==> src/sv/kmcd_pkg.sv <==
package kmcd_pkg;

  // Fixed field widths of the two channels.
  localparam int unsigned COL_W   = 4;
  localparam int unsigned ROW_W   = 8;
  localparam int unsigned ROW_SEL_W = 3;
  localparam int unsigned CODE_W  = 8;
  localparam int unsigned HELD_W  = 7;

  // Depth of the job queue between the front and the back.
  localparam int unsigned QUEUE_DEPTH = 4;
  localparam int unsigned QUEUE_PTR_W = 2;

  // Result kinds.
  localparam logic ITEM_KEY   = 1'b0;
  localparam logic ITEM_SWEEP = 1'b1;

  // Scan code flag for a key release.
  localparam logic [CODE_W-1:0] RELEASE_FLAG = 8'h80;

  // Largest value the held counter may reach.
  localparam logic [HELD_W-1:0] HELD_MAX = 7'h7f;

  // One column reading.
  typedef struct packed {
    logic [COL_W-1:0] column_index;
    logic [ROW_W-1:0] row_bits;
  } in_item_t;

  // One result.
  typedef struct packed {
    logic              item_kind;
    logic [CODE_W-1:0] scan_code;
    logic [HELD_W-1:0] held_count;
    logic              rescan_wanted;
    logic              last_of_run;
  } out_item_t;

  // Work handed from the front to the back for one column reading.
  typedef struct packed {
    logic [COL_W-1:0] column;
    logic [ROW_W-1:0] change;
    logic [ROW_W-1:0] sense;
    logic             is_last;
    logic             rescan;
  } job_t;

  // Queue status seen by its producer and consumer.
  typedef struct packed {
    logic full;
    logic empty;
  } queue_status_t;

endpackage

==> src/sv/kmcd_front.sv <==
module kmcd_front import kmcd_pkg::*; #(
  parameter int unsigned ROW_COUNT    = 8,
  parameter int unsigned COLUMN_COUNT = 14
) (
  input  logic          clk,
  input  logic          rst_n,
  input  logic          in_push,
  input  in_item_t      in_data,
  input  queue_status_t q_status,
  output logic          in_full,
  output logic          q_push,
  output job_t          q_job
);

  localparam int unsigned COL_IDX_W = (COLUMN_COUNT > 1) ? $clog2(COLUMN_COUNT) : 1;
  localparam logic [ROW_W:0] ROW_MASK_WIDE = (9'd1 << ROW_COUNT) - 9'd1;
  localparam logic [ROW_W-1:0] ROW_MASK = ROW_MASK_WIDE[ROW_W-1:0];
  localparam logic [COL_W-1:0] COL_LIMIT = COL_W'(COLUMN_COUNT);
  localparam logic [COL_W-1:0] COL_LAST  = COL_W'(COLUMN_COUNT - 1);

  logic [ROW_W-1:0]     key_r [COLUMN_COUNT];
  logic                 sweep_any_r;
  logic                 sweep_any_nxt;

  logic                 accept;
  logic                 col_ok;
  logic                 is_last;
  logic [COL_IDX_W-1:0] idx;
  logic [ROW_W-1:0]     sense;
  logic [ROW_W-1:0]     stored;
  logic [ROW_W-1:0]     change;

  // Classify the incoming column against the stored key state.
  always_comb begin
    accept  = in_push && !q_status.full;
    col_ok  = in_data.column_index < COL_LIMIT;
    is_last = in_data.column_index == COL_LAST;
    idx     = in_data.column_index[COL_IDX_W-1:0];
    sense   = in_data.row_bits & ROW_MASK;
    stored  = col_ok ? key_r[idx] : '0;
    change  = sense ^ stored;
  end

  // A job goes to the back only when it yields at least one result.
  always_comb begin
    in_full        = q_status.full;
    q_push         = accept && col_ok && ((change != '0) || is_last);
    q_job.column   = in_data.column_index;
    q_job.change   = change;
    q_job.sense    = sense;
    q_job.is_last  = is_last;
    q_job.rescan   = sweep_any_r || (sense != '0);
  end

  // The sweep flag collects presses and clears after the last column.
  always_comb begin
    sweep_any_nxt = sweep_any_r;
    if (accept && col_ok) begin
      if (is_last) begin
        sweep_any_nxt = 1'b0;
      end else if (sense != '0) begin
        sweep_any_nxt = 1'b1;
      end
    end
  end

  always_ff @(posedge clk) begin
    if (!rst_n) begin
      for (int c = 0; c < COLUMN_COUNT; c++) begin
        key_r[c] <= '0;
      end
      sweep_any_r <= 1'b0;
    end else begin
      sweep_any_r <= sweep_any_nxt;
      if (accept && col_ok) begin
        key_r[idx] <= sense;
      end
    end
  end

endmodule

==> src/sv/kmcd_queue.sv <==
module kmcd_queue import kmcd_pkg::*; (
  input  logic          clk,
  input  logic          rst_n,
  input  logic          push,
  input  job_t          push_job,
  input  logic          pop,
  output job_t          head_job,
  output queue_status_t status
);

  localparam logic [QUEUE_PTR_W:0] COUNT_FULL = (QUEUE_PTR_W + 1)'(QUEUE_DEPTH);

  job_t                   slot_r [QUEUE_DEPTH];
  logic [QUEUE_PTR_W-1:0] wr_ptr_r;
  logic [QUEUE_PTR_W-1:0] rd_ptr_r;
  logic [QUEUE_PTR_W:0]   count_r;
  logic                   do_push;
  logic                   do_pop;

  // Status and head of the queue.
  always_comb begin
    status.full  = count_r == COUNT_FULL;
    status.empty = count_r == '0;
    do_push      = push && !status.full;
    do_pop       = pop && !status.empty;
    head_job     = slot_r[rd_ptr_r];
  end

  // Payload slots carry no reset.
  always_ff @(posedge clk) begin
    if (do_push) begin
      slot_r[wr_ptr_r] <= push_job;
    end
  end

  // Pointers and fill count.
  always_ff @(posedge clk) begin
    if (!rst_n) begin
      wr_ptr_r <= '0;
      rd_ptr_r <= '0;
      count_r  <= '0;
    end else begin
      if (do_push) begin
        wr_ptr_r <= wr_ptr_r + 1'b1;
      end
      if (do_pop) begin
        rd_ptr_r <= rd_ptr_r + 1'b1;
      end
      if (do_push && !do_pop) begin
        count_r <= count_r + 1'b1;
      end else if (do_pop && !do_push) begin
        count_r <= count_r - 1'b1;
      end
    end
  end

endmodule

==> src/sv/kmcd_back.sv <==
module kmcd_back import kmcd_pkg::*; (
  input  logic          clk,
  input  logic          rst_n,
  input  job_t          head_job,
  input  queue_status_t q_status,
  output logic          q_pop,
  input  logic          out_pop,
  output logic          out_empty,
  output out_item_t     out_data
);

  logic                 out_valid_r;
  out_item_t            out_data_r;
  out_item_t            out_data_nxt;
  logic [ROW_W-1:0]     done_r;
  logic [ROW_W-1:0]     done_nxt;
  logic [HELD_W-1:0]    held_r;
  logic [HELD_W-1:0]    held_nxt;

  logic                 slot_free;
  logic                 step;
  logic [ROW_W-1:0]     remaining;
  logic [ROW_W-1:0]     rest;
  logic [ROW_W-1:0]     sel_bit;
  logic [ROW_SEL_W-1:0] sel_row;
  logic                 has_event;
  logic                 pressed;
  logic [HELD_W-1:0]    code;

  // Lowest changed row that has not been emitted yet.
  always_comb begin
    remaining = head_job.change & ~done_r;
    has_event = remaining != '0;
    sel_row   = '0;
    for (int r = ROW_W - 1; r >= 0; r--) begin
      if (remaining[r]) begin
        sel_row = ROW_SEL_W'(r);
      end
    end
    sel_bit = ROW_W'(1) << sel_row;
    rest    = remaining & ~sel_bit;
    pressed = head_job.sense[sel_row];
    code    = {sel_row, 4'b0000} + HELD_W'(head_job.column) + HELD_W'(1);
  end

  // One result per cycle whenever a job is waiting and the output register can take it.
  always_comb begin
    slot_free    = !out_valid_r || out_pop;
    step         = slot_free && !q_status.empty;
    held_nxt     = held_r;
    done_nxt     = done_r;
    q_pop        = 1'b0;
    out_data_nxt = out_data_r;
    if (step) begin
      if (has_event) begin
        if (pressed) begin
          held_nxt = (held_r == HELD_MAX) ? held_r : held_r + 1'b1;
        end else begin
          held_nxt = (held_r == '0) ? held_r : held_r - 1'b1;
        end
        out_data_nxt.item_kind     = ITEM_KEY;
        out_data_nxt.scan_code     = {1'b0, code} | (pressed ? '0 : RELEASE_FLAG);
        out_data_nxt.held_count    = held_nxt;
        out_data_nxt.rescan_wanted = 1'b0;
        out_data_nxt.last_of_run   = (rest == '0) && !head_job.is_last;
        if (out_data_nxt.last_of_run) begin
          q_pop    = 1'b1;
          done_nxt = '0;
        end else begin
          done_nxt = done_r | sel_bit;
        end
      end else begin
        out_data_nxt.item_kind     = ITEM_SWEEP;
        out_data_nxt.scan_code     = '0;
        out_data_nxt.held_count    = held_r;
        out_data_nxt.rescan_wanted = head_job.rescan;
        out_data_nxt.last_of_run   = 1'b1;
        q_pop                      = 1'b1;
        done_nxt                   = '0;
      end
    end
  end

  assign out_empty = !out_valid_r;
  assign out_data  = out_data_r;

  // Output payload register.
  always_ff @(posedge clk) begin
    if (step) begin
      out_data_r <= out_data_nxt;
    end
  end

  // Control state of the back end.
  always_ff @(posedge clk) begin
    if (!rst_n) begin
      out_valid_r <= 1'b0;
      done_r      <= '0;
      held_r      <= '0;
    end else begin
      out_valid_r <= step || (out_valid_r && !out_pop);
      done_r      <= done_nxt;
      held_r      <= held_nxt;
    end
  end

endmodule

==> src/sv/key_matrix_change_detector_core.sv <==
// Channel  | Ports                       | Beat taken when
// ---------+-----------------------------+-------------------------
// input    | in_push, in_full, in_data   | in_push && !in_full
// result   | out_empty, out_pop, out_data| out_pop && !out_empty
//
// A column reading is classified in the cycle it is taken; one beat can be
// taken every cycle while the four-entry job queue has room.
// The back end emits one result per cycle while results are popped, and a reading
// yields 0 to 9 results: one per changed row, plus one after the last column.
// The synchronous reset clears key state, the held count and the job queue.
// A stalled result side fills the job queue and then raises in_full.
module key_matrix_change_detector_core import kmcd_pkg::*; #(
  parameter int unsigned ROW_COUNT    = 8,
  parameter int unsigned COLUMN_COUNT = 14
) (
  input  logic      clk,
  input  logic      rst_n,
  input  logic      in_push,
  output logic      in_full,
  input  in_item_t  in_data,
  output logic      out_empty,
  input  logic      out_pop,
  output out_item_t out_data
);

  logic          q_push;
  logic          q_pop;
  job_t          q_job;
  job_t          head_job;
  queue_status_t q_status;

  // Front: compares each column with the stored key state.
  kmcd_front #(
    .ROW_COUNT    (ROW_COUNT),
    .COLUMN_COUNT (COLUMN_COUNT)
  ) u_front (
    .clk      (clk),
    .rst_n    (rst_n),
    .in_push  (in_push),
    .in_data  (in_data),
    .q_status (q_status),
    .in_full  (in_full),
    .q_push   (q_push),
    .q_job    (q_job)
  );

  // Job queue between front and back.
  kmcd_queue u_queue (
    .clk      (clk),
    .rst_n    (rst_n),
    .push     (q_push),
    .push_job (q_job),
    .pop      (q_pop),
    .head_job (head_job),
    .status   (q_status)
  );

  // Back: emits key events and sweep-done items one at a time.
  kmcd_back u_back (
    .clk       (clk),
    .rst_n     (rst_n),
    .head_job  (head_job),
    .q_status  (q_status),
    .q_pop     (q_pop),
    .out_pop   (out_pop),
    .out_empty (out_empty),
    .out_data  (out_data)
  );

endmodule

==> config.mk <==
export PLATFORM = sky130hd
export DESIGN_NAME = key_matrix_change_detector_core
export DESIGN_NICKNAME = d
export VERILOG_FILES = /design/src/sv/kmcd_pkg.sv /design/src/sv/kmcd_front.sv /design/src/sv/kmcd_queue.sv /design/src/sv/kmcd_back.sv /design/src/sv/key_matrix_change_detector_core.sv
export SDC_FILE = /design/constraint.sdc
export NUM_CORES = 1
export LEC_CHECK = 0
export BUFFER_PORTS_ARGS = -buffer_cell sky130_fd_sc_hd__buf_2
export CORE_UTILIZATION = 65
export DETAILED_ROUTE_END_ITERATION = 16
export GPL_ROUTABILITY_DRIVEN = 0
export GPL_TIMING_DRIVEN = 0
export PLACE_DENSITY_LB_ADDON = 0.25
export SLEW_MARGIN = 0
export SYNTH_ARGS = -nofsm -noshare
export SYNTH_HDL_FRONTEND = slang
export SYNTH_SLANG_ARGS = --single-unit
export TNS_END_PERCENT = 5
==> constraint.sdc <==
create_clock -name clk -period 11.4 [get_ports clk]
set_input_delay 2.28 -clock clk [delete_from_list [all_inputs] [get_ports clk]]
set_output_delay 2.28 -clock clk [all_outputs]
set_load 0.02 [all_outputs]
# Word-level counts from Yosys, hierarchy flattened
# Memories as Yosys holds them, arrays and structs flattened. A register that Yosys moved wholly into a read port is not among the register bits.
# Index checks and enable logic that the tools add are counted.
# word_totals
n_memories,2
mem_bits_rw,200
ff_bits,42
wordCells,103
out_inout_bits,20
in_bits,16
# mem_list
name,words,word_bits,rd,rd_ports_with_merged_regs,wr,line_no,text
u_front.key_r,14,8,1,0,14,kmcd_front.sv:21,logic [ROW_W-1:0] key_r [COLUMN_COUNT];
u_queue.slot_r,4,22,1,1,1,kmcd_queue.sv:13,job_t slot_r [QUEUE_DEPTH];
# classes
n_shift,1
n_reduce_logical,32
n_mux,36
eq_ne,3
add_sub_neg,8
magnitude_cmp,2
bitwise,7
# ops
operator,count
$mux 8,5
$mux 3,10
$reduce_bool 8->1,3
$mux 7,3
$mux 18,1
$and 8x8->8,2
$not 8->8,2
$add 7x1->7 const B,2
$mux 1,13
$logic_and 1x1->1,10
$logic_not 8->1,1
$or 7x8->8,1
$or 8x8->8,1
$reduce_or 8->1,1
$shl 1x3->8 const A,1
$xor 8x8->8,1
$add 7x4->7,1
$eq 7x7->1 const B,1
$logic_not 1->1,7
$logic_not 7->1,1
$sub 7x1->7 const B,1
$add 2x1->2 const B,2
$eq 4x4->1 const B,1
$logic_or 1x1->1,4
11 further kinds,14

# Depth between registers and ports, before layout
# logic_depth
depth_word,22
depth_mapped,17
mapped_depth_nobuf,15

# Cells and area by module
# Synthesis repeated with hierarchy kept, for this count alone.
# hier_totals
hier_cells,870
hier_area_um2,12310.6
# by_module_without_submodules
mod,n_inst,area_each_um2,seq_area_each_um2,cells_each
kmcd_front,1,6232.2,3743.6,439
kmcd_queue,1,3659.8,2822.7,162
kmcd_back,1,2418.6,860.8,269

# Least setup slack after synthesis
# Ideal clock, no wire load.
# synth_timing
path_type,input to register
startpoint,input in_data[8] in the netlist's numbering
endpoint,register u_queue.count_r[2]
required_ps,11324
arrival_time_ps,6011
stages,14
n_path_buf,3
setup_slack_ps,5313
setup_time_ps,76
cell_sequence,buf_2 buf_4 buf_2 mux4_2 mux4_2 xor2_1 nor3_1 a21boi_1 ha_1 inv_1 fa_1 xor2_1 or3_1 a21boi_0
# synth_rtl
element,line_no,text
start: declaration,key_matrix_change_detector_core.sv:20,"input in_item_t in_data,"
end signal: assignment,kmcd_queue.sv:50,count_r <= count_r + 1'b1;
end signal: assignment,kmcd_queue.sv:52,count_r <= count_r - 1'b1;
end: declaration,kmcd_queue.sv:16,logic [QUEUE_PTR_W:0] count_r;

==> impl_metrics.py <==
metrics = {
    "cts": {
        "h-tree-depth": 1,
        "cts_tree": "built",
        "cts_buffers": 24,
        "cts_setup_buffers": 0,
        "cts_resized": 0,
        "clkTransAtPathRegs_ps": 60,
        "cts_buffer_depth": 3,
        "clock-sinks": 244,
        "cts_root_buf": "clkbuf_16",
        "clk_latency_ps": 520,
        "cts_hold_buf": 0,
    },
    "sta": {
        "fmax_mhz": 148,
        "slew_violations": 0,
        "max_slew.worst_pin.slew_ps": 1350,
        "tns_ps": 0,
        "max-slew-margin-rel_pct": 8.99,
        "hold_viol_final": 0,
        "fin_skew_ps": 22.4,
        "fin_crit_ps": 6760,
        "rsz0062_at_grt": "no",
        "finalSetupViolCount": 0,
        "period_share_pct": 59.3,
    },
    "floorplanning": {
        "ioPinCount": 36,
        "rows": 47,
        "start_util_pct": 66.9,
        "die_y_um": 133,
        "dieArea_mm2": 0.0177,
        "core-area_mm2": 0.0166,
        "dieWidth_um": 133,
    },
    "critical_path": {
        "critPathMaxStageDelay_ps": 590,
        "critPathKind": "primary input to register",
        "crit_family": "buffers and inverters",
        "worstPathMaxFanout": 10,
        "ff2ff_path_depth": 17,
        "critPathBufInv": 5,
        "crit_arrival_ps": 7180,
        "worst_setup_path_start_kind": "primary input",
        "worstPathCellList": "buf_2, buf_2, buf_1, clkbuf_1, mux4_2, mux4_2, xor2_1, nor3_1, a21boi_1, ha_1, inv_1, fa_1, xor2_1, or3_1, a21boi_0",
        "r2r_end": "u_queue.count_r[2]$_SDFFE_PN0P_",
        "worstPathRequired_ps": 11820,
        "r2r_setup_slack_ps": 6750,
        "crit_slowest_cell": "clkbuf_1",
        "critPathLaunch": "in_data[9]",
        "cp-end-kind": "register",
    },
    "route": {
        "drt_pre_antenna_iters": 6,
        "detail_route.wl_per_cell_um": 21.7,
        "drtIter0Drc": 739,
        "num_vias": 6769,
        "viasPerCell": 6.35,
        "drc": 0,
        "wl_um": 23200,
        "ant_nets": 0,
    },
    "power_and_ir_drop": {
        "p_leak_nw": 4.40,
        "p_clk_share_pct": 31.0,
        "powerDensity_mw_per_mm2": 199,
        "p_comb_share_pct": 23.1,
        "intPower_w": 0.00175,
        "switching_power_w": 0.000707,
        "swShare_pct": 28.8,
        "p_seq_share_pct": 45.9,
        "ir_drop_mv": 0.155,
    },
    "synthesis": {
        "ys_warn_count": 0,
        "synthesis.nets": 794,
        "synth_top_area_share_pct": 58.8,
        "syn_avg_cell_area_um2": 14.5,
        "ys_seq_area_share_pct": 63.5,
        "synth_area_leaders": "edfxtp_1 (59%), mux4_2 (9.9%), and2_1 (6.9%), dfxtp_1 (4.7%), mux2i_1 (2.0%)",
        "syn-cell-area_mm2": 0.0111,
        "yosysMostFrequentCell": "edfxtp_1",
        "ys_ff_latch": 244,
        "synth-main-ff-cell": "edfxtp_1",
        "synth_enable_flop_cells": 218,
        "yosysTopAreaCell": "edfxtp_1",
        "synthArstFlopShare_pct": 0,
        "ys_types": 65,
        "syn-instance-count": 768,
        "synth_common_cells": "edfxtp_1 (218), and2_1 (122), nor2_1 (52)",
    },
    "status": {
        "status": "complete, no violations",
    },
    "final_layout": {
        "drive_above_1_share_pct": 16.3,
        "fin_nets": 855,
        "antenna_cells": 0,
        "fillers": 1026,
        "area_growth_pct": 10.8,
        "stdcell_count": 1066,
        "utilization_pct": 74.1,
    },
    "min_path": {
        "hold-path-cell-count": 2,
        "hp-class": "register to register",
        "hold-path-endpoint": "u_back.out_valid_r$_SDFF_PN0_",
        "min_from": "u_back.out_valid_r$_SDFF_PN0_",
    },
    "global_route": {
        "grt_pass1_wl_um": 36300,
        "grt_pass1_vias": 6626,
        "grt_start_max_net_pins": 23,
        "grtUsageTotal_pct": 27.2,
        "gr-total-overflow": 0,
        "antenna_found_initial": 0,
    },
    "run": {
        "drv_cap": 0,
    },
    "placed_design": {
        "dp_hpwl_um": 15900,
        "dpl.cell_count": 1022,
        "portBuffers": 34,
    },
}
## layout by cell type (no fill, tap or decap), types with 6 or more instances in the layout
master / Yosys / final
edfxtp_1: 218 / 218
and2_1: 122 / 122
nor2_1: 52 / 52
mux4_2: 49 / 49
buf_2: 8 / 42
clkbuf_1: 25 / 32
dfxtp_1: 26 / 26
clkbuf_16: 0 / 25
o21ai_0: 23 / 23
mux2i_1: 22 / 22
nand2_1: 22 / 22
a21oi_1: 18 / 18
inv_1: 17 / 17
nand2b_1: 15 / 15
nand3_1: 14 / 14
nor3_1: 9 / 9
xor2_1: 9 / 9
or3_1: 9 / 9
ha_1: 9 / 9
xnor2_1: 7 / 7
nor3b_1: 6 / 6
o22ai_1: 6 / 6
and3_1: 6 / 6
## cells by family (layout without fill, tap and decap cells)
group	Yosys count	in the layout	synth area share, %
adder cells (fa/ha/maj)	10	10	1.19
AND/OR/NAND/NOR	275	275	13.9
AO/OA/AOI/OAI	93	93	5.56
XOR/XNOR	16	16	1.26
flip-flops	244	244	63.5
multiplexers	74	74	12.3
buffers and inverters	56	134	2.28
## worst max-delay path by stage
| stage | cells past startpoint | to | slack, ps |
|---|---|---|---|
| floorplan | 14 | u_queue.count_r[2]$_SDFFE_PN0P_ | 5310 |
| global placement | 10 | u_queue.slot_r[3][2]$_DFFE_PP_ | 4350 |
| detailed placement | 15 | u_queue.count_r[2]$_SDFFE_PN0P_ | 4170 |
| CTS | 15 | u_queue.count_r[2]$_SDFFE_PN0P_ | 4650 |
| global route | 15 | u_queue.count_r[2]$_SDFFE_PN0P_ | 4440 |
| finish | 15 | u_queue.count_r[2]$_SDFFE_PN0P_ | 4640 |
## worst reg2reg max path: stages (launching register included)
cell	delay (ps)
dfxtp_1	320
buf_6	160
buf_6	200
mux2i_1	300
o22ai_1	170
nor4_2	790
nand2b_2	330
o22ai_1	110
a22o_1	210
a31oi_1	400
inv_1	130
nand2_1	150
ha_1	210
inv_1	60
fa_1	380
xor2_1	170
or3_1	300
a21boi_0	180
## per-layer routing
layer | part of all wire [%] | GRT usage [%]
met4 | 5.3 | 13.7
met5 | 0 | 0
met2 | 50 | 45.6
met1 | 38 | 35.0
met3 | 6.3 | 4.18
## registers in the layout (all words and copies together), names as in the netlist, named ones only
register / flops
u_queue.count_r: 3
u_back.done_r: 8
u_back.out_valid_r: 1
u_queue.wr_ptr_r: 2
u_front.key_r: 112
u_queue.slot_r: 88
u_front.sweep_any_r: 1
u_queue.rd_ptr_r: 2
u_back.held_r: 7
u_back.out_data: 18
## power by group through the flow
stage | clock [W] | combinational (W) | sequential (W)
finish | 0.000761 | 0.000567 | 0.00113
global route | 0.000803 | 0.000608 | 0.00114
CTS | 0.000765 | 0.000558 | 0.00113
detailed placement | 0 | 0.000551 | 0.00115
global placement | 0 | 0.000531 | 0.00114
floorplan | 0 | 0.000370 | 0.00118
## layout make-up
class                           count  area (um2)  share of cell area [%]
Buffer                             39         190                    1.54
Clock buffer                       32         652                    5.28
Clock inverter                     11         103                   0.831
Inverter                           17        63.8                   0.517
Multi-Input combinational cell    468        3810                    30.9
Sequential cell                   244        7070                    57.3
Tap cell                          220         275                    2.23
Timing Repair Buffer               35         178                    1.44
## metrics by stage
step | setup slack (ps) | total power (W) | area, um2 | hold WS, ps
CTS | 4650 | 0.00245 | 12300 | 485
detailed placement | 4170 | 0.00170 | 11600 | 472
floorplan | 5310 | 0.00155 | 11100 | 437
global placement | 4350 | 0.00167 | 11600 | 453
finish | 4640 | 0.00245 | 12300 | 482
global route | 4440 | 0.00255 | 12300 | 516
Power figures use the tool's default switching activity.
